**config.mk**
```make
export PLATFORM = sky130hd
export DESIGN_NAME = slot_pool_allocator
export DESIGN_NICKNAME = d
export VERILOG_FILES = /design/src/rtl/spa_pkg.sv /design/src/rtl/spa_ctrl.sv /design/src/rtl/spa_datapath.sv /design/src/rtl/slot_pool_allocator.sv
export SDC_FILE = /design/constraint.sdc
export NUM_CORES = 1
export LEC_CHECK = 0
export ABC_AREA = 1
export CAP_MARGIN = 10
export CORE_ASPECT_RATIO = 1.4
export CORE_UTILIZATION = 50
export CTS_BUF_LIST = sky130_fd_sc_hd__clkbuf_4 sky130_fd_sc_hd__clkbuf_8 sky130_fd_sc_hd__clkbuf_16
export DETAILED_ROUTE_END_ITERATION = 10
export DONT_BUFFER_PORTS = 1
export PLACE_DENSITY = 0.68
export SLEW_MARGIN = 20
export SYNTH_ARGS = -nofsm -noshare
export SYNTH_HDL_FRONTEND = slang
export SYNTH_SLANG_ARGS = --single-unit
```
**constraint.sdc**
```tcl
create_clock -name clk -period 8.35 [get_ports clk]
set_input_delay 0.835 -clock clk [delete_from_list [all_inputs] [get_ports clk]]
set_output_delay 0.835 -clock clk [all_outputs]
set_load 0.01 [all_outputs]
```
**src/rtl/spa_pkg.sv**
```systemverilog
`timescale 1ns / 1ps
// ----------------------------------------------------------------------------
// spa_pkg
// Shared sizes, codes and control types of the slot pool allocator.
// ----------------------------------------------------------------------------
package spa_pkg;

  localparam int POOL_SLOTS = 256;
  localparam int IDX_W      = $clog2(POOL_SLOTS);
  localparam int HINT_W     = $clog2(POOL_SLOTS + 1);
  localparam int CMP_W      = (HINT_W > 9) ? HINT_W : 9;

  localparam int IN_W  = 16;
  localparam int OUT_W = 16;

  localparam logic [2:0] CMD_CREATE  = 3'd0;
  localparam logic [2:0] CMD_DESTROY = 3'd1;
  localparam logic [2:0] CMD_HIDE    = 3'd2;
  localparam logic [2:0] CMD_SHOW    = 3'd3;
  localparam logic [2:0] CMD_QUERY   = 3'd4;

  localparam logic [1:0] ST_EMPTY  = 2'd0;
  localparam logic [1:0] ST_USED   = 2'd1;
  localparam logic [1:0] ST_HIDDEN = 2'd2;

  localparam logic [1:0] ERR_NONE  = 2'd0;
  localparam logic [1:0] ERR_FULL  = 2'd1;
  localparam logic [1:0] ERR_STATE = 2'd2;

  typedef struct packed {
    logic capture;
    logic rd_en;
    logic step;
    logic finish;
  } ctl_cmd_t;

  typedef struct packed {
    logic is_create;
    logic hint_at_end;
    logic slot_empty;
    logic out_free;
  } ctl_stat_t;

endpackage

```
**src/rtl/spa_ctrl.sv**
```systemverilog
`timescale 1ns / 1ps
// ----------------------------------------------------------------------------
// spa_ctrl
// Sequencer: accept a word, read the slot, then scan or finish.
// ----------------------------------------------------------------------------
module spa_ctrl (
  input  logic               clk,
  input  logic               rst_n,
  input  logic               in_tvalid,
  output logic               in_tready,
  input  spa_pkg::ctl_stat_t stat,
  output spa_pkg::ctl_cmd_t  cmd
);
  import spa_pkg::*;

  typedef enum logic [2:0] {
    S_IDLE = 3'b001,
    S_READ = 3'b010,
    S_EVAL = 3'b100
  } state_t;

  state_t state_r, state_nxt;

  always_comb begin
    state_nxt   = state_r;
    cmd         = '0;
    in_tready   = 1'b0;
    case (state_r)
      S_IDLE: begin
        in_tready = 1'b1;
        if (in_tvalid) begin
          cmd.capture = 1'b1;
          state_nxt   = S_READ;
        end
      end
      S_READ: begin
        cmd.rd_en = 1'b1;
        state_nxt = S_EVAL;
      end
      S_EVAL: begin
        // occupied slot during create: advance the hint and read again
        if (stat.is_create && !stat.hint_at_end && !stat.slot_empty) begin
          cmd.step  = 1'b1;
          state_nxt = S_READ;
        end else if (stat.out_free) begin
          cmd.finish = 1'b1;
          state_nxt  = S_IDLE;
        end
      end
      default: state_nxt = S_IDLE;
    endcase
  end

  always_ff @(posedge clk) begin
    if (!rst_n) begin
      state_r <= S_IDLE;
    end else begin
      state_r <= state_nxt;
    end
  end

endmodule

```
**src/rtl/spa_datapath.sv**
```systemverilog
`timescale 1ns / 1ps
// ----------------------------------------------------------------------------
// spa_datapath
// Slot state memory, valid bits, search hint and result register.
// ----------------------------------------------------------------------------
module spa_datapath (
  input  logic                     clk,
  input  logic                     rst_n,
  input  logic [spa_pkg::IN_W-1:0] in_tdata,
  output logic                     out_tvalid,
  input  logic                     out_tready,
  output logic [spa_pkg::OUT_W-1:0] out_tdata,
  input  spa_pkg::ctl_cmd_t        cmd,
  output spa_pkg::ctl_stat_t       stat
);
  import spa_pkg::*;

  logic [1:0]        mem [POOL_SLOTS];
  logic              valid_r [POOL_SLOTS];
  logic [2:0]        cmd_r;
  logic [7:0]        idx_r;
  logic [HINT_W-1:0] hint_r, hint_nxt;
  logic [1:0]        rd_st_r;
  logic              rd_vld_r;
  logic              out_valid_r;
  logic [OUT_W-1:0]  out_data_r;

  logic [IDX_W-1:0]  addr;
  logic              in_range;
  logic              hint_at_end;
  logic [1:0]        st;
  logic              wr_en;
  logic [1:0]        wr_st;
  logic              lower;
  logic              res_ok;
  logic [7:0]        res_idx;
  logic [1:0]        res_err;
  logic [1:0]        res_st;

  assign hint_at_end = (hint_r == HINT_W'(POOL_SLOTS));
  assign addr        = (cmd_r == CMD_CREATE) ? hint_r[IDX_W-1:0] : IDX_W'(idx_r);
  assign in_range    = (CMP_W'(idx_r) < CMP_W'(POOL_SLOTS));
  assign st          = (in_range && rd_vld_r) ? rd_st_r : ST_EMPTY;

  assign stat.is_create   = (cmd_r == CMD_CREATE);
  assign stat.hint_at_end = hint_at_end;
  assign stat.slot_empty  = !rd_vld_r || (rd_st_r == ST_EMPTY);
  assign stat.out_free    = !out_valid_r || out_tready;

  always_comb begin
    wr_en   = 1'b0;
    wr_st   = ST_EMPTY;
    lower   = 1'b0;
    res_ok  = 1'b0;
    res_idx = idx_r;
    res_err = ERR_STATE;
    res_st  = st;
    case (cmd_r)
      CMD_CREATE: begin
        if (hint_at_end) begin
          res_idx = 8'd0;
          res_err = ERR_FULL;
          res_st  = ST_EMPTY;
        end else begin
          wr_en   = 1'b1;
          wr_st   = ST_USED;
          res_ok  = 1'b1;
          res_idx = 8'(hint_r);
          res_err = ERR_NONE;
          res_st  = ST_USED;
        end
      end
      CMD_DESTROY: begin
        if (in_range && st == ST_USED) begin
          wr_en   = 1'b1;
          wr_st   = ST_EMPTY;
          lower   = (CMP_W'(idx_r) < CMP_W'(hint_r));
          res_ok  = 1'b1;
          res_err = ERR_NONE;
          res_st  = ST_EMPTY;
        end
      end
      CMD_HIDE: begin
        if (in_range && st == ST_USED) begin
          wr_en   = 1'b1;
          wr_st   = ST_HIDDEN;
          res_ok  = 1'b1;
          res_err = ERR_NONE;
          res_st  = ST_HIDDEN;
        end
      end
      CMD_SHOW: begin
        if (in_range && st == ST_HIDDEN) begin
          wr_en   = 1'b1;
          wr_st   = ST_USED;
          res_ok  = 1'b1;
          res_err = ERR_NONE;
          res_st  = ST_USED;
        end
      end
      CMD_QUERY: begin
        if (in_range && st == ST_USED) begin
          res_ok  = 1'b1;
          res_err = ERR_NONE;
        end
      end
      default: begin
        res_err = ERR_NONE;
      end
    endcase
  end

  always_comb begin
    hint_nxt = hint_r;
    if (cmd.step) begin
      hint_nxt = hint_r + HINT_W'(1);
    end else if (cmd.finish && lower) begin
      hint_nxt = HINT_W'(idx_r);
    end
  end

  // slot states: one read and one write port, read data registered
  always_ff @(posedge clk) begin
    if (cmd.finish && wr_en) begin
      mem[addr] <= wr_st;
    end
    if (cmd.rd_en) begin
      rd_st_r  <= mem[addr];
      rd_vld_r <= valid_r[addr];
    end
  end

  always_ff @(posedge clk) begin
    if (!rst_n) begin
      for (int i = 0; i < POOL_SLOTS; i++) begin
        valid_r[i] <= 1'b0;
      end
    end else if (cmd.finish && wr_en) begin
      valid_r[addr] <= 1'b1;
    end
  end

  always_ff @(posedge clk) begin
    if (cmd.capture) begin
      cmd_r <= in_tdata[2:0];
      idx_r <= in_tdata[10:3];
    end
    if (cmd.finish) begin
      out_data_r <= {3'b000, res_st, res_err, res_idx, res_ok};
    end
  end

  always_ff @(posedge clk) begin
    if (!rst_n) begin
      hint_r      <= '0;
      out_valid_r <= 1'b0;
    end else begin
      hint_r <= hint_nxt;
      if (cmd.finish) begin
        out_valid_r <= 1'b1;
      end else if (out_tready) begin
        out_valid_r <= 1'b0;
      end
    end
  end

  assign out_tvalid = out_valid_r;
  assign out_tdata  = out_data_r;

endmodule

```
**src/rtl/slot_pool_allocator.sv**
```systemverilog
`timescale 1ns / 1ps
// Sequence: a word is accepted, its slot is read, and the result is registered
//   at finish; create reads again for every occupied slot it steps over from
//   the search hint. Words pass the accept, read and evaluate steps of the
//   controller, and a new word is taken only after the last one has finished.
// Reset: synchronous, active low; all slots read empty at once (valid bits
//   clear), hint goes to zero, output register empties.
// ----------------------------------------------------------------------------
// slot_pool_allocator
// First-fit slot pool with a search hint: create, destroy, hide, show, query.
// ----------------------------------------------------------------------------
module slot_pool_allocator (
  input  logic                      clk,
  input  logic                      rst_n,
  // input word
  input  logic                      in_tvalid,
  output logic                      in_tready,
  input  logic [spa_pkg::IN_W-1:0]  in_tdata,   // [2:0] command, [10:3] slot_index
  // result word
  output logic                      out_tvalid,
  input  logic                      out_tready,
  output logic [spa_pkg::OUT_W-1:0] out_tdata   // [0] ok, [8:1] result_index,
                                                // [10:9] error_code, [12:11] slot_state
);
  import spa_pkg::*;

  ctl_cmd_t  cmd;
  ctl_stat_t stat;

  // Controller: take a word only when idle, walk the create scan one slot
  // per read/evaluate pair, and hold the finish until the output register
  // frees up.
  spa_ctrl u_ctrl (
    .clk       (clk),
    .rst_n     (rst_n),
    .in_tvalid (in_tvalid),
    .in_tready (in_tready),
    .stat      (stat),
    .cmd       (cmd)
  );

  // Datapath: slot memory with per-slot valid bits, the hint register,
  // the command decode and the output register.
  spa_datapath u_datapath (
    .clk        (clk),
    .rst_n      (rst_n),
    .in_tdata   (in_tdata),
    .out_tvalid (out_tvalid),
    .out_tready (out_tready),
    .out_tdata  (out_tdata),
    .cmd        (cmd),
    .stat       (stat)
  );

endmodule
```
; ---- Word-level counts from Yosys, hierarchy flattened
; Memory sizes are Yosys's and may differ from the RTL's. A register that Yosys moved wholly into a read port is not among the register bits.
; Index checks and enable logic that the tools add are counted.
; W data, S select, Z words.
[word_totals]
memories = 2
in_bits = 20
reg_bits = 37
ram_bits = 768
out_inout_bits = 18
wordCells = 87
[memory_table]
columns = memory, words, word_bits, read_ports, rd_clocked_by_memory_dff, write_ports, line
row1 = u_datapath.mem, 256, 2, 1, 1, 1, spa_datapath.sv:18  ; logic [1:0] mem [POOL_SLOTS];
row2 = u_datapath.valid_r, 256, 1, 1, 1, 256, spa_datapath.sv:19  ; logic valid_r [POOL_SLOTS];
[classes]
n_lt_le_gt_ge = 1
n_mux = 47
eq_ne = 12
n_reduce_logical = 18
add_sub_neg = 1
[op_table]
columns = op, count
row1 = $mux W8, 4
row2 = $mux W1, 24
row3 = $mux W9, 2
row4 = $mux W2, 8
row5 = $pmux W2 S3, 2
row6 = $add A9 B1 Y9 const B, 1
row7 = $eq A3 B2 Y1 const B, 3
row8 = $eq A9 B9 Y1 const B, 1
row9 = $lt A8 B9 Y1, 1
row10 = $mux W3, 3
row11 = $pmux W3 S3, 1
row12 = $pmux W2 S4, 1
row13 = $eq A3 B1 Y1 const B, 2
row14 = $eq A3 B3 Y1 const B, 2
row15 = $pmux W1 S3, 2
row16 = $logic_and A1 B1 Y1, 4
row17 = $logic_not A1 Y1, 4
row18 = $reduce_bool A2 Y1, 2
row19 = $logic_not A3 Y1, 1
row20 = $ne A3 B2 Y1 const B, 1
row21 = $reduce_or A3 Y1, 1
row22 = $eq A2 B1 Y1 const B, 1
row23 = $eq A2 B2 Y1 const B, 1
row24 = $logic_not A2 Y1, 1
row25 = 5 further kinds, 6

; ---- Longest topological paths before layout
; Gate-level depths: netlist (run 1).
[logic_depth]
word_depth = 12
ltp_mapped = 19
mapped_depth_nobuf = 16

; ---- Hierarchy
; From an unflattened synthesis (run 1), not the netlist that was laid out.
[hier_totals]
cells_unflattened = 4191
area_unflattened_um2 = 34919.7
[modules_own_cells]
columns = mod, n_inst, cells_each, seq_area_each_um2, area_each_um2
row1 = spa_datapath, 1, 4159, 21510.6, 34703.3
row2 = spa_ctrl, 1, 32, 60.1, 216.5

; ---- Least setup slack after synthesis (run 1)
; Ideal clock, no wire load.
[synth_timing]
kind = register -> register
startpoint = register u_datapath.cmd_r[2]
endpoint = memory u_datapath.mem[0][1] (data pin)
path_stages_with_launch = 6
synth_period_minus_slack_ps = 8152
arrival_time_ps = 6756
t_required_ps = 6954
path_buffers = 0
slack_ps = 198
setup_time_ps = 1396
path_cell_list = edfxtp_1 -> nor2_1 -> inv_2 -> nor2_1 -> inv_1 -> nor2_1
[synth_between]
elab_chain_cells = 2
elab_cells_between_ends = 4
cone_classes = 2 x eq/ne / 1 x mux / 1 x reduce/logical
[synth_rtl]
columns = item, line
row1 = "start, declared", spa_datapath.sv:20  ; logic [2:0] cmd_r;
row2 = "start signal, assigned", spa_datapath.sv:145  ; cmd_r <= in_tdata[2:0];
row3 = $eq A3 B2 Y1 / $logic_not A3 Y1 (equally long branches), spa_datapath.sv:58  ; case (cmd_r)
row4 = $pmux W2 S3 *, spa_datapath.sv:58
row5 = via u_datapath.wr_st[1], spa_datapath.sv:33  ; logic [1:0] wr_st;
row6 = "end, declared", spa_datapath.sv:18
; The timed path passes the listed nets; every way through them passes the cells marked *.

; ---- Worst setup path in the final report (run 1)
[layout_timing]
startpoint = register u_datapath.cmd_r[0]
endpoint = register u_datapath.rd_vld_r (read register of u_datapath.valid_r) (data pin)
[layout_between]
elab_chain_cells = 2
[layout_rtl]
columns = item, line
row1 = $logic_not A3 Y1, spa_datapath.sv:41  ; assign addr = (cmd_r == CMD_CREATE) ? hint_r[IDX_W-1:0] : IDX_W'(idx_r);
row2 = $mux W8, spa_datapath.sv:41
row3 = "end, declared", spa_datapath.sv:24  ; logic rd_vld_r;
; No other way between the ends.
; A chain may end at the register's enable or synchronous reset.

==> flow_metrics.py, run 1 <==
metrics = {
    "logic_synthesis": {
        "synth_enable_flop_cells": 539,
        "synth_ff_type": "edfxtp_1",
        "async_flop_share_pct": 0,
        "seq_area_frac_synth_pct": 61.5,
        "synth_area_sq_um": 35100,
        "synthDistinctLibCells": 44,
        "ys_seq_elements": 808,
        "syn_area_per_cell_sq_um": 8.94,
        "synthCells": 3922,
        "yosys_warnings": 0,
    },
    "finish": {
        "fin_cells": 4797,
        "syn2layout_area_growth_pct": 8.76,
        "drive_gt1_share_pct": 6.59,
        "finish.utilization_pct": 55.2,
        "final_nets": 3838,
        "diodes": 0,
    },
    "setup_path": {
        "critPathRequiredTime_ns": 8.69,
        "worst_setup_path_start_kind": "register",
        "crit_type": "register to register",
        "ff2ff_setup_slack_ns": 3.74,
        "cpMaxStageDelayCell": "buf_4",
        "path_delay_family": "simple AND/OR/NAND/NOR gates",
        "crit_buf_inv": 2,
        "end_kind": "register",
        "crit_fanout": 191,
        "max_stage_delay_ns": 0.62,
        "cp_common_cell": "nand2_1",
        "worstPathArrival_ns": 4.96,
        "crit_chain": "nor2_2 -> nand2_2 -> nand2_2 -> buf_4 -> nand2_4 -> buf_12 -> nand2_1 -> nand2_1 -> nand2_1 -> nand2_1 -> nand2_1 -> nand2_1 -> o21ai_1 -> nand2_1 -> nor2_1 -> nor2_1 -> nor2_1 -> nand2_1",
    },
    "power": {
        "powerDensity_nw_per_um2": 232,
        "p_leak_nw": 15.9,
        "ir_drop_uv": 132,
    },
    "cts": {
        "holdBufCountCts": 0,
        "tritoncts": "yes",
        "cts_root_buf": "clkbuf_16",
        "numCtsBuffers": 76,
        "cts.clk_slew.worst_paths_ns": 0.06,
        "cts_buffer_depth": 3,
        "clock_sinks": 808,
        "post_cts_resized": 0,
        "clk_latency_ns": 0.62,
        "post-cts-setup-buffers": 0,
        "ctsHtreeMaxLevel": 3,
    },
    "placed_design": {
        "io_buffers": 0,
        "hpwl_um": 47500,
        "gp_congestion": 0.843,
        "dpl.cell_count": 4658,
    },
    "timing": {
        "fmax_mhz": 217,
        "hold_viol_final": 0,
        "tightest_slew_ns": 1.08,
        "final-setup-viol-count": 0,
        "rsz0062_at_grt": "no",
        "slew_violations": 0,
        "min_period_over_period_pct": 55.2,
        "skew_ns": 0.0164,
        "max-slew-margin-rel_pct": 27.6,
        "fin_tns_setup_ns": 0,
        "min_period_ns": 4.61,
    },
    "drt": {
        "drt_iter0_drc": 1966,
        "vias": 25695,
        "wirelength_um": 87400,
        "wl_per_cell_um": 18.2,
        "via_per_inst": 5.36,
        "ant_nets": 0,
        "drc": 0,
        "firstDrtPassIters": 5,
    },
    "floorplanning": {
        "rows": 114,
        "dieArea_sq_um": 71200,
        "start_util_pct": 50.7,
        "io_pins": 38,
        "die_h_um": 315,
        "die_x_um": 226,
        "core_region_area_sq_um": 69200,
    },
    "flow_run": {
        "max-cap-violations": 0,
    },
    "grt": {
        "grt_pass1_wl_um": 134000,
        "grt_max_degree": 261,
        "grt_overflow": 0,
        "grt_usage_pct": 24.7,
        "antenna_found_initial": 0,
        "grt_pass1_vias": 24219,
    },
    "status": {
        "status": "completed",
    },
    "worst_hold_path": {
        "hold_class": "input port to register",
    },
}
## report_power, final
group / switching [W] / internal, W
Combinational: 0.000811 / 0.000221
Clock: 0.00148 / 0.00204
Sequential: 0.00000988 / 0.00428
Total: 0.00230 / 0.00655
## metrics by stage
| step | worst slack [ns] | power [W] | area, sq um | hold slack [ns] |
|---|---|---|---|---|
| floorplan | 0.198 | 0.00512 | 35100 | 0.441 |
| global placement | 3.90 | 0.00540 | 35600 | 0.446 |
| detailed placement | 3.88 | 0.00540 | 35600 | 0.453 |
| CTS | 3.83 | 0.00887 | 38100 | 0.282 |
| global route | 3.49 | 0.00914 | 38200 | 0.292 |
| finish | 3.74 | 0.00885 | 38200 | 0.303 |
## logic make-up after synthesis
kind of cell	Yosys count	synth area share [%]
xor+xnor	5	0.125
simple gates	2465	27.6
fa+ha+maj	9	0.321
buf+inv	287	3.51
flops	808	61.5
other cells	1	0.0107
compound gates	347	6.93
## worst register-to-register path: stages (launching register included)
cell and delay (ns):
edfxtp_1 0.46, nor2_2 0.22, nand2_2 0.25, nand2_2 0.12, buf_4 0.62, nand2_4 0.53
buf_12 0.41, nand2_1 0.41, nand2_1 0.07, nand2_1 0.06, nand2_1 0.07, nand2_1 0.06
nand2_1 0.07, o21ai_1 0.27, nand2_1 0.10, nor2_1 0.33, nor2_1 0.07, nor2_1 0.12
nand2_1 0.13
## synthesized netlist by cell type, types with 5 or more instances
cell type | count | area, sq um
nand4_1 | 11 | 68.8
dfxtp_1 | 269 | 5390
xor2_1 | 5 | 43.8
inv_1 | 33 | 124
buf_2 | 77 | 385
nand3_4 | 8 | 140
nor2_2 | 33 | 206
o21ai_0 | 15 | 75.1
ha_1 | 9 | 113
o21ai_1 | 44 | 220
inv_2 | 26 | 97.6
o21a_1 | 255 | 1910
clkbuf_1 | 129 | 484
buf_1 | 10 | 37.5
a31oi_1 | 6 | 37.5
a21oi_1 | 11 | 55.1
nor2_1 | 296 | 1110
edfxtp_1 | 539 | 16200
nand2_1 | 1999 | 7500
nand3_1 | 99 | 495
buf_4 | 8 | 60.1
## area by class of cell
| class | instances | area, sq um |
|---|---|---|
| well taps | 928 | 1160 |
| multi-input cells | 2829 | 12400 |
| fillers | 6067 | 31000 |
| clock buffers | 102 | 2210 |
| clock inverters | 36 | 335 |
| inverters | 60 | 230 |
| repair buffers | 34 | 300 |
| flip-flops and latches | 808 | 21600 |
## path summary, 6_finish.rpt
path / start / to / cells past startpoint
worst max-delay path: u_datapath.cmd_r[0] / u_datapath.rd_vld_r / 18
worst min-delay path: in_tdata[4] / u_datapath.idx_r[1] / 0
worst max register to register: u_datapath.cmd_r[0] / u_datapath.rd_vld_r / 18
worst min register to register: u_datapath.valid_r[187] / u_datapath.valid_r[187] / 1
## cells in the final DEF, fill, tap and decap left out, types with 3 or more instances in the layout
cell        count
inv_2          25
clkbuf_8        9
xor2_1          5
nand3_1        98
clkinv_1        9
o21ai_1        44
nor2_2         31
clkinvlp_4      3
nand3_2         5
nand3_4         8
clkinv_2       17
clkbuf_4       14
o21ai_2         3
a21oi_1        11
o21ai_0        15
edfxtp_1      539
bufinv_16       6
nor2_4          8
ha_1            9
nand2_1      1995
nor3_1          4
inv_1          33
clkbuf_16      79
a31oi_1         6
o21a_1        255
nand4_1        11
conb_1          3
buf_4          31
nand2_4         3
nor2_1        294
dfxtp_1       269
nand2_2         4
## sequential cells by signal (all words and copies together), names as in the netlist
| register | flops |
|---|---|
| u_ctrl.state_r | 3 |
| u_datapath.cmd_r | 3 |
| u_datapath.hint_r | 9 |
| u_datapath.idx_r | 8 |
| u_datapath.mem | 512 |
| u_datapath.out_tdata | 13 |
| u_datapath.out_tvalid | 1 |
| u_datapath.rd_st_r | 2 |
| u_datapath.rd_vld_r | 1 |
| u_datapath.valid_r | 256 |
## per-layer routing
metal | share of wire, % | global-route usage (%) | vias to the layer above
met5 | 0 | 0 | -
met4 | 4.0 | 11.3 | 0
met3 | 5.5 | 2.48 | 163
li1 | - | - | 12468
met2 | 50 | 44.1 | 744
met1 | 40 | 29.9 | 12320
No activity file was read; power rests on OpenSTA's default activity.
==> run 2: changes to the inputs <==
--- a/config.mk
+++ b/config.mk
@@ -12,7 +12,6 @@
 export CTS_BUF_LIST = sky130_fd_sc_hd__clkbuf_4 sky130_fd_sc_hd__clkbuf_8 sky130_fd_sc_hd__clkbuf_16
 export DETAILED_ROUTE_END_ITERATION = 10
 export DONT_BUFFER_PORTS = 1
-export PLACE_DENSITY = 0.68
 export SLEW_MARGIN = 20
 export SYNTH_ARGS = -nofsm -noshare
 export SYNTH_HDL_FRONTEND = slang
==> constraint.sdc (replaced) <==
create_clock -name clk -period 4.8 [get_ports clk]
set_input_delay 0.48 -clock clk [delete_from_list [all_inputs] [get_ports clk]]
set_output_delay 0.48 -clock clk [all_outputs]
set_load 0.01 [all_outputs]
==> run 2 against run 1 <==
Clock skew grew 0.012 ns. Highest routed layer unchanged. Design area is 1.4% higher. Flip-flop and latch count did not move. Largest cell class unchanged. Sequential power up 74%. Worst setup slack got worse by 2.6 ns.
==> flow_metrics.py, run 2 (synthesized netlist as in run 1, its figures left out) <==
metrics = {
    "placed_design": {
        "place_ws_ns": 1.14,
        "io_buffers": 0,
        "gp_congestion": 0.840,
        "dpl.cell_count": 4681,
        "hpwl_um": 52000,
    },
    "power": {
        "swShare_pct": 26.1,
        "p_int_w": 0.0116,
        "p_seq_share_pct": 47.4,
        "p_leak_nw": 16.2,
        "pwr-share-comb_pct": 11.9,
        "p_switching_w": 0.00412,
        "total_power_w": 0.0158,
        "ir_drop_uv": 248,
        "clkPwrFrac_pct": 40.7,
        "powerDensity_nw_per_um2": 407,
    },
    "drt": {
        "wirelength_um": 92100,
        "vias": 25699,
        "drt_iter0_drc": 1851,
        "ant_nets": 0,
        "firstDrtPassIters": 5,
        "via_per_inst": 5.31,
        "wl_per_cell_um": 19.0,
        "drc": 0,
    },
    "grt": {
        "grt_max_degree": 200,
        "grt_usage_pct": 26.3,
        "grt_overflow": 0,
        "antenna_found_initial": 0,
        "grt_pass1_vias": 24640,
        "grt_pass1_wl_um": 140000,
    },
    "cts": {
        "cts_buffer_depth": 3,
        "tritoncts": "yes",
        "clk_latency_ns": 0.64,
        "cts_root_buf": "clkbuf_16",
        "post-cts-setup-buffers": 0,
        "numCtsBuffers": 80,
        "cts.clk_slew.worst_paths_ns": 0.06,
        "ctsHtreeMaxLevel": 3,
        "clock_sinks": 808,
    },
    "floorplanning": {
        "rows": 114,
        "core_region_area_sq_um": 69200,
        "io_pins": 38,
        "start_util_pct": 50.7,
        "die_h_um": 315,
        "dieArea_sq_um": 71200,
        "die_x_um": 226,
    },
    "setup_path": {
        "cp_common_cell": "nand2_1",
        "worst_setup_path_start_kind": "register",
        "crit_type": "register to register",
        "crit_chain": "nor2_2 -> nand2_2 -> o21ai_1 -> inv_2 -> nor2_4 -> buf_4 -> nand2_1 -> nand2_1 -> o21ai_1 -> nand2_1 -> nor2_1 -> nor2_1 -> nor2_1 -> nand2_1",
        "ff2ff_path_depth": 14,
        "end_kind": "register",
        "crit_fanout": 24,
        "worstPathArrival_ns": 4.17,
        "cpMaxStageDelayCell": "nor2_4",
        "critPathRequiredTime_ns": 5.28,
        "max_stage_delay_ns": 0.58,
    },
    "finish": {
        "fin_cells": 4844,
        "final_nets": 3877,
        "layout_commonest_cell": "nand2_1",
        "diodes": 0,
        "layout_common_cells": "1996 x nand2_1, 539 x edfxtp_1, 295 x nor2_1, 269 x dfxtp_1, 255 x o21a_1",
        "largest-register": "u_datapath.mem",
        "syn2layout_area_growth_pct": 10.3,
        "drive_gt1_share_pct": 7.38,
        "largest_reg_flops": 512,
    },
    "timing": {
        "hold_slack_ns": 0.0529,
        "skew_ns": 0.0283,
        "final-setup-viol-count": 0,
        "min_period_ns": 3.69,
        "fmax_mhz": 271,
        "fin_tns_setup_ns": 0,
        "setup_slack_ns": 1.11,
        "min_period_over_period_pct": 77.0,
        "slew_violations": 0,
        "max-slew-margin-rel_pct": 24.1,
        "tightest_slew_ns": 1.13,
        "rsz0062_at_grt": "no",
        "hold_viol_final": 0,
    },
    "status": {
        "status": "completed",
    },
    "flow_run": {
        "max-cap-violations": 0,
    },
    "worst_hold_path": {
        "hold_depth": 1,
        "hold_class": "input port to register",
    },
}
## run 2: cell types whose count changed in the layout (fill, tap and decap cells not counted), sizes merged
cell	delta
buf	+23
bufinv	-2
clkbuf	+18
clkinv	-4
clkinvlp	-1
dlygate4sd3	+12
inv	+1
## run 2: through the flow
stage | area, sq um | util, %
2_1_floorplan | 35100 | -
3_3_place_gp | 35800 | 51.8
3_5_place_dp | 35800 | 51.8
4_1_cts | 38700 | 55.9
5_1_grt | 38700 | 55.9
6_report | 38700 | 55.9
## run 2: cell type report
class / count / area (sq um)
clock buffers: 120 / 2460
clock inverters: 30 / 254
fillers: 6254 / 30500
inverters: 60 / 230
multi-input cells: 2829 / 12400
flip-flops and latches: 808 / 21600
well taps: 928 / 1160
repair buffers: 69 / 668
## run 2: layer usage
metal	up-vias	share of wire, %	global-route usage, %	wire length (um)
met4	0	3.9	11.1	3590
met1	12339	41	31.5	37700
met5	-	0	0	0
met2	617	50	47.3	46500
li1	12570	-	-	-
met3	173	4.7	3.08	4310
## run 2: critical path: cells and delay by family (launching register included)
family                 cells  cell delay, ns
buffers and inverters      2            0.62
and+or+nand+nor           10            1.79
DFF                        1            0.46
AOI/OAI and AO/OA          2            0.63
## run 2: worst paths after layout
path                                from                       to  slack [ns]
setup / recovery     u_datapath.cmd_r[0]      u_datapath.rd_vld_r        1.11
hold reg to reg   u_datapath.valid_r[61]   u_datapath.valid_r[61]        0.46
hold / removal                     rst_n  u_datapath.valid_r[206]        0.05
setup reg to reg     u_datapath.cmd_r[0]      u_datapath.rd_vld_r        1.11
## run 2: timing repair
item,4_1_cts,5_1_grt
endpoints found under the setup margin,0,0
endpoints found under the hold margin,73,0
gates resized for setup,0,0
hold buffers,13,0
## run 2: power by group through the flow
stage,registers (W),logic [W],clock network [W]
5_1_grt,0.00747,0.00208,0.00677
4_1_cts,0.00747,0.00189,0.00649
3_5_place_dp,0.00762,0.00186,0
6_report,0.00747,0.00188,0.00642
2_1_floorplan,0.00763,0.00127,0
3_3_place_gp,0.00762,0.00185,0
==> run 3: changes to the inputs <==
==> constraint.sdc (replaced) <==
create_clock -name clk -period 3.7 [get_ports clk]
set_input_delay 0.37 -clock clk [delete_from_list [all_inputs] [get_ports clk]]
set_output_delay 0.37 -clock clk [all_outputs]
set_load 0.01 [all_outputs]
==> run 3 against run 2 <==
Hold slack lost 0.018 ns. Critical endpoint is now u_datapath.valid_r[231]. Clock-buffer cell count did not move. Combinational power rose by 37%. Highest routed layer unchanged. Via count up 1.5%. Total power rose by 32%.
==> flow_metrics.py, run 3 (synthesized netlist as in run 1, its figures left out) <==
metrics = {
    "floorplanning": {
        "start_util_pct": 50.7,
        "core_region_area_sq_um": 69200,
        "die_x_um": 226,
        "dieArea_sq_um": 71200,
        "rows": 114,
        "io_pins": 38,
        "die_h_um": 315,
    },
    "timing": {
        "fin_tns_setup_ns": 0,
        "min_period_ns": 3.49,
        "skew_ns": 0.0180,
        "tightest_slew_ns": 1.07,
        "rsz0062_at_grt": "no",
        "slew_violations": 0,
        "hold_viol_final": 0,
        "min_period_over_period_pct": 94.3,
        "fmax_mhz": 287,
        "final-setup-viol-count": 0,
        "max-slew-margin-rel_pct": 28.7,
    },
    "drt": {
        "vias": 26097,
        "ant_nets": 0,
        "drt_iter0_drc": 1885,
        "wirelength_um": 94000,
        "drc": 0,
        "via_per_inst": 5.29,
        "wl_per_cell_um": 19.0,
        "firstDrtPassIters": 6,
    },
    "grt": {
        "antenna_found_initial": 0,
        "grt_usage_pct": 26.9,
        "grt_max_degree": 203,
        "grt_pass1_vias": 25362,
        "grt_overflow": 0,
        "grt_pass1_wl_um": 144000,
    },
    "power": {
        "powerDensity_nw_per_um2": 523,
        "p_leak_nw": 16.9,
        "ir_drop_uv": 393,
    },
    "setup_path": {
        "max_stage_delay_ns": 0.53,
        "critPathRequiredTime_ns": 4.27,
        "worstPathArrival_ns": 4.06,
        "crit_fanout": 58,
        "ff2ff_setup_slack_ns": 0.21,
        "cpMaxStageDelayCell": "dlygate4sd3_1",
        "ff2ff_path_depth": 13,
        "worst_setup_path_start_kind": "register",
        "crit_type": "register to register",
        "crit_chain": "inv_2 -> nand2_1 -> nor2_2 -> buf_4 -> o21ai_4 -> buf_6 -> nand2_1 -> inv_2 -> nand3_1 -> buf_4 -> nor2_1 -> o21a_1 -> dlygate4sd3_1",
        "end_kind": "register",
    },
    "finish": {
        "fin_cells": 4937,
        "largest_reg_flops": 512,
        "syn2layout_area_growth_pct": 13.8,
        "finish.utilization_pct": 57.7,
        "largest-register": "u_datapath.mem",
        "final.fill_count": 6139,
        "final_nets": 3971,
        "diodes": 0,
        "layout_commonest_cell": "nand2_1",
        "layout_common_cells": "1996 x nand2_1, 539 x edfxtp_1, 295 x nor2_1, 269 x dfxtp_1, 255 x o21a_1",
        "drive_gt1_share_pct": 8.23,
    },
    "placed_design": {
        "hpwl_um": 55000,
        "gp_congestion": 0.835,
        "dpl.cell_count": 4711,
        "io_buffers": 0,
    },
    "cts": {
        "clock_sinks": 808,
        "clk_latency_ns": 0.64,
        "ctsHtreeMaxLevel": 3,
        "numCtsBuffers": 80,
        "tritoncts": "yes",
        "cts_root_buf": "clkbuf_16",
        "cts.clk_slew.worst_paths_ns": 0.06,
        "cts_buffer_depth": 3,
    },
    "worst_hold_path": {
        "hold_class": "input port to register",
        "hold_depth": 2,
    },
    "status": {
        "status": "completed",
    },
    "flow_run": {
        "max-cap-violations": 0,
    },
}
## run 3: cell types whose count changed in the layout (fill, tap and decap cells not counted), sizes merged
cell / delta
bufinv: +3
dlygate4sd3: +57
clkinv: -1
inv: -3
buf: +37
## run 3: critical path: cells and delay by family, from the launching register on
family | cells | cell delay (ns)
buffers and inverters | 6 | 1.70
and+or+nand+nor | 5 | 0.74
AOI/OAI and AO/OA | 2 | 0.46
DFF | 1 | 0.44
## run 3: path summary, 6_finish.rpt
path                                start                       to
setup / recovery      u_datapath.cmd_r[0]  u_datapath.valid_r[231]
hold / removal                  in_tvalid        u_ctrl.state_r[1]
setup reg to reg      u_datapath.cmd_r[0]  u_datapath.valid_r[231]
hold reg to reg   u_datapath.valid_r[110]  u_datapath.valid_r[110]
## run 3: report_power, final
part	switching, W	total, W	internal, W
registers	0.0000237	0.00969	0.00967
clock network	0.00343	0.00861	0.00518
logic	0.00194	0.00257	0.000636
total	0.00539	0.0209	0.0155
## run 3: timing repair
item | CTS | global route
resized for setup | 0 | 3
hold endpoints to repair | 272 | 0
setup endpoints to repair | 0 | 25
hold buffers | 70 | 0
buffers inserted | 0 | 7
## run 3: metal layers
metal  GRT usage, %  wire length (um)  up-vias
met5              0                 0        -
met4           11.3              3300        0
met2           47.1             46700      678
li1               -                 -    12754
met3           3.18              4720      169
met1           33.4             39300    12496
## run 3: cell type report
cell class	instances	area, sq um	share of cell area [%]
inverters	60	234	0.586
well taps	928	1160	2.91
flip-flops and latches	808	21600	54.0
repair buffers	163	1750	4.37
multi-input cells	2829	12400	31.0
clock buffers	120	2510	6.28
clock inverters	29	333	0.834
## run 3: through the flow
| stage | hold slack (ns) | instance area [sq um] | worst slack (ns) | power, W |
|---|---|---|---|---|
| 2_1_floorplan | 0.441 | 35100 | 0.186 | 0.0115 |
| 3_3_place_gp | 0.446 | 36300 | 0.378 | 0.0124 |
| 3_5_place_dp | 0.453 | 36300 | 0.341 | 0.0124 |
| 4_1_cts | 0.0198 | 39800 | 0.0193 | 0.0210 |
| 5_1_grt | 0.0667 | 39900 | 0.0530 | 0.0216 |
| 6_report | 0.0353 | 39900 | 0.211 | 0.0209 |
